--- config.mk ---
export PLATFORM = sky130hd
export DESIGN_NAME = dtme_ctrl
export DESIGN_NICKNAME = d
export VERILOG_FILES = /design/src/rtl/core/dtme_pkg.sv /design/src/rtl/core/dtme_ctrl.sv
export SDC_FILE = /design/constraint.sdc
export NUM_CORES = 1
export LEC_CHECK = 0
export BUFFER_PORTS_ARGS = -buffer_cell sky130_fd_sc_hd__clkbuf_2
export CAP_MARGIN = 0
export CORE_AREA = 2 2 39 41
export DETAILED_ROUTE_END_ITERATION = 10
export DIE_AREA = 0 0 41 43
export GPL_ROUTABILITY_DRIVEN = 0
export SETUP_SLACK_MARGIN = 0.02
export SLEW_MARGIN = 20
export SYNTH_ARGS = -nofsm -noshare
export SYNTH_HDL_FRONTEND = slang
export SYNTH_SLANG_ARGS = --single-unit
--- constraint.sdc ---
create_clock -name clk -period 2.7 [get_ports clk]
set_clock_uncertainty 0.1 [all_clocks]
set_input_delay 0.135 -clock clk [delete_from_list [all_inputs] [get_ports clk]]
set_output_delay 0.135 -clock clk [all_outputs]
set_load 0.02 [all_outputs]
--- src/rtl/core/dtme_pkg.sv ---
`timescale 1ns / 1ps
// ----------------------------------------------------------------------------
// dtme_pkg
// shared types and constants for the dpcm trellis search block
// ----------------------------------------------------------------------------
package dtme_pkg;

  localparam int LEVELS      = 256;
  localparam int LEVEL_BITS  = 8;
  localparam int START_LEVEL = 128;
  localparam int TOP_LEVEL   = 255;
  localparam int STEP_BITS   = 9;
  localparam int OUT_BITS    = 40;
  localparam int CFG_IDX_BITS = 2;
  localparam int CFG_DATA_BITS = 63;

  localparam logic [CFG_IDX_BITS-1:0] REG_ENTRY_COUNT = 2'd0;
  localparam logic [CFG_IDX_BITS-1:0] REG_CODE_GROUP0 = 2'd1;
  localparam logic [CFG_IDX_BITS-1:0] REG_CODE_GROUP1 = 2'd2;
  localparam logic [CFG_IDX_BITS-1:0] REG_CODE_GROUP2 = 2'd3;

  typedef enum logic [2:0] {
    ST_INIT,
    ST_IDLE,
    ST_RELAX,
    ST_COPY,
    ST_MIN,
    ST_OUT
  } state_t;

  typedef struct packed {
    logic init_clear;
    logic start;
    logic relax;
    logic copy;
    logic min_scan;
    logic out_load;
  } dp_cmd_t;

  typedef struct packed {
    logic relax_done;
    logic sweep_done;
    logic last_flag;
  } dp_sts_t;

endpackage

--- src/rtl/core/dtme_ctrl.sv ---
`timescale 1ns / 1ps
// ----------------------------------------------------------------------------
// dtme_ctrl
// sequencer: clearing pass, relax, copy, minimum scan and result hand-off
// ----------------------------------------------------------------------------
module dtme_ctrl (
  input  logic             clk,
  input  logic             rst_n,
  input  logic             in_fire,
  input  logic             out_busy,
  input  dtme_pkg::dp_sts_t sts,
  output logic             in_ready,
  output dtme_pkg::dp_cmd_t cmd
);

  dtme_pkg::state_t state_r, state_nxt;

  always_ff @(posedge clk) begin
    if (!rst_n) begin
      state_r <= dtme_pkg::ST_INIT;
    end else begin
      state_r <= state_nxt;
    end
  end

  always_comb begin
    state_nxt = state_r;
    cmd       = '0;
    in_ready  = 1'b0;
    unique case (state_r)
      dtme_pkg::ST_INIT: begin
        cmd.init_clear = 1'b1;
        if (sts.sweep_done) state_nxt = dtme_pkg::ST_IDLE;
      end
      dtme_pkg::ST_IDLE: begin
        in_ready = 1'b1;
        if (in_fire) begin
          cmd.start = 1'b1;
          state_nxt = dtme_pkg::ST_RELAX;
        end
      end
      dtme_pkg::ST_RELAX: begin
        cmd.relax = 1'b1;
        if (sts.relax_done) state_nxt = dtme_pkg::ST_COPY;
      end
      dtme_pkg::ST_COPY: begin
        cmd.copy = 1'b1;
        if (sts.sweep_done) state_nxt = sts.last_flag ? dtme_pkg::ST_MIN : dtme_pkg::ST_IDLE;
      end
      dtme_pkg::ST_MIN: begin
        cmd.min_scan = 1'b1;
        if (sts.sweep_done) state_nxt = dtme_pkg::ST_OUT;
      end
      dtme_pkg::ST_OUT: begin
        if (!out_busy) begin
          cmd.out_load = 1'b1;
          state_nxt    = dtme_pkg::ST_IDLE;
        end
      end
      default: state_nxt = dtme_pkg::ST_INIT;
    endcase
  end

endmodule

==> out/results.txt <==
final WL = 694 µm
R2R Path End = state_r[0]$_SDFFE_PN0P_
Seq/Total Area, Yosys = 20.1%
full die area = 0.00176 mm²
Clock power frac = 16.2%
top cell type by total area after synthesis = dfxtp_1
count of cells resized by post-cts repair = 0
IO Count = 14
max-slew violation count = 0
status = complete, no violations
Comb pwr share = 58.0%
GRT Util Overall = 8.93%
H-tree depth = 1
share of layout cells above drive strength 1 = 40.4%
cell depth of the worst min-delay path = 2
Max Cap Viol = 0
most frequent cells in the layout = 13 x clkbuf_2, 4 x nor2_1, 4 x nor2b_1, 4 x a21oi_1
f_max = 562 MHz
hold path startpoint = rst_n
initial antenna violation count = 0
Seq. cell area = 60.1 µm²
floorplan core area = 0.00138 mm²
CP cell instances = or2b_2 -> nor2_1 -> and2_1 -> clkbuf_2
clock sink count = 3
DR pass1 iterations = 4
Slew @ Worst Pin = 0.390 ns
Routed WL per cell = 10.2 µm
CP Launch Type = flip-flop
RSZ-0062 raised after global routing = no
required time of the critical path = 2.47 ns
Hold Slack = 0.0614 ns
hold crit path type = primary input to flip-flop
clock latency on the worst-skew pair = 0.23 ns
Hold Buf Count CTS = 0
CTS tree = yes
Internal = 0.000250 W
largest cells by area after synthesis = dfxtp_1 20%, nor2b_1 8.4%, o221a_1 7.5%, o31ai_4 7.1%, a21oi_1 6.7%
Fillers = 153
share of the synthesized area in the top cell type = 20.1%
Ys Warns = 0
DRC Markers = 0
multiplexer share of the synthesized area = 0%
CP max stage cell = dfxtp_1
end of the worst hold path = state_r[2]$_SDFFE_PN0P_
Setup TNS = 0 ns
Worst VDD drop = 275 µV
clk buf depth = 2
Synth Area in Compound Gates = 32.2%
post-synthesis instance total = 38
CP Capture Type = primary output
NetSw = 0.000238 W
Final Critical Period = 1.78 ns
vias in the first global route = 268
sw frac = 48.7%
Adder-Cell Fraction of Synth Area = 0%
CTS Buf Count = 3
routed vias = 313
dpl cells = 64
#FFs+latches synth = 3
Worst path max stage delay = 0.49 ns
Mapped Area = 299 µm²
Initial Utilization = 21.6%
footprint of the multi-input gates = 213 µm²
crit path kind = flip-flop to primary output
Rows = 14
Rel. slew slack = 73.9%
Reg with most FFs = state_r
die width = 41 µm
final cycle utilization of the critical path = 65.8%
critical path peak fanout = 11
dpl hpwl = 531 µm
Crit Reg-Reg Startpoint = state_r[0]$_SDFFE_PN0P_
library cells used by synthesis = 22
clk slew on worst S/H paths = 0.04 ns
grt ovf = 0
simple-gate share of the synthesized area = 38.9%
remaining antenna violation count = 0
Vias/cell = 4.60
Flop pwr share = 25.8%
reg2reg setup slack = 0.93 ns
Worst EP arrival = 1.54 ns
xor/xnor share of the synthesized area = 0%
Largest regs = state_r x3
setup bufs post-CTS = 0
Post-Layout Cell Count = 68
Syn-to-layout area delta = 31.0%
max reg flops = 3
most common cell after layout, fill and taps aside = clkbuf_2
largest family of logic cells by synthesized area = simple AND/OR/NAND/NOR gates
syn nets = 45
Die Y = 43 µm
ANT cells = 0
R2R cell count = 4
Nets = 60
final hold violations = 0
pin count of the biggest net entering global routing = 14
final setup fails = 0
Syn Area/Cell = 7.87 µm²
global-route wire length before repair = 1060 µm
number of DRC markers in iteration 0 = 2
post-layout util = 28.3%
Root Driver = clkbuf_4
Pwr Total = 0.000488 W
port bufs = 13
Lkg Pwr = 0.184 nW
PD cells = 1250 mW/mm²
[cells in the mapped netlist (all sizes together)]
cell     number
nand2         2
inv           2
o221a         2
or2           1
buf           1
nor3          1
nor2          5
or4b          1
a31oi         1
o2bb2ai       1
dfxtp         3
and2          1
clkbuf        2
nor2b         4
o31ai         1
o21bai        1
a21oi         4
or2b          2
o211a         1
nor3b         2
[cell type report]
class	instances	area share, %
Multi-Input combinational cell	30	54.3
Timing Repair Buffer	13	16.6
Sequential cell	3	15.3
Clock buffer	4	6.71
Tap cell	16	5.11
Inverter	2	1.92
[cells by family (layout without fill, tap and decap cells)]
kind of cell    after synthesis  count (layout)
compound gates               11              11
buf+inv                       5              19
flops                         3               3
simple gates                 19              19
[worst max-delay path by stage]
stage	start	end	slack [ns]	cells past startpoint
global route	state_r[0]$_SDFFE_PN0P_	cmd[4]	0.78	4
global placement	state_r[0]$_SDFFE_PN0P_	state_r[0]$_SDFFE_PN0P_	0.97	4
floorplan	state_r[0]$_SDFFE_PN0P_	state_r[0]$_SDFFE_PN0P_	1.14	5
finish	state_r[0]$_SDFFE_PN0P_	cmd[4]	0.92	4
CTS	state_r[0]$_SDFFE_PN0P_	cmd[4]	0.90	4
detailed placement	state_r[0]$_SDFFE_PN0P_	state_r[0]$_SDFFE_PN0P_	0.94	4
[through the flow]
step                      cell area (µm²)  setup slack, ns
after global placement                365            0.975
final                                 392            0.922
after CTS                             392            0.901
after floorplan                       299             1.14
after detailed placement              365            0.940
after global routing                  392            0.779
[worst max-delay path, delay by kind of cell, from the launching register on]
family,cells,cell delay [ns]
buffers and inverters,1,0.16
DFF,1,0.49
and+or+nand+nor,3,0.66
[power groups by stage]
stage	sequential [W]	clock [W]	combinational, W
after global routing	0.000135	0.0000871	0.000317
after detailed placement	0.000127	0	0.000285
final	0.000126	0.0000792	0.000283
after floorplan	0.0000785	0	0.000275
after global placement	0.000125	0	0.000282
after CTS	0.000127	0.0000832	0.000286
[per-layer routing]
metal  part of all wire [%]  vias to the layer above  global-route usage (%)
met5                      0                        -                       0
met4                      0                        0                    6.00
met3                    8.1                        0                    3.14
met2                     48                       13                    14.1
met1                     44                      137                    9.29
li1                       -                      163                       -
(Power assumes the default switching activity.)
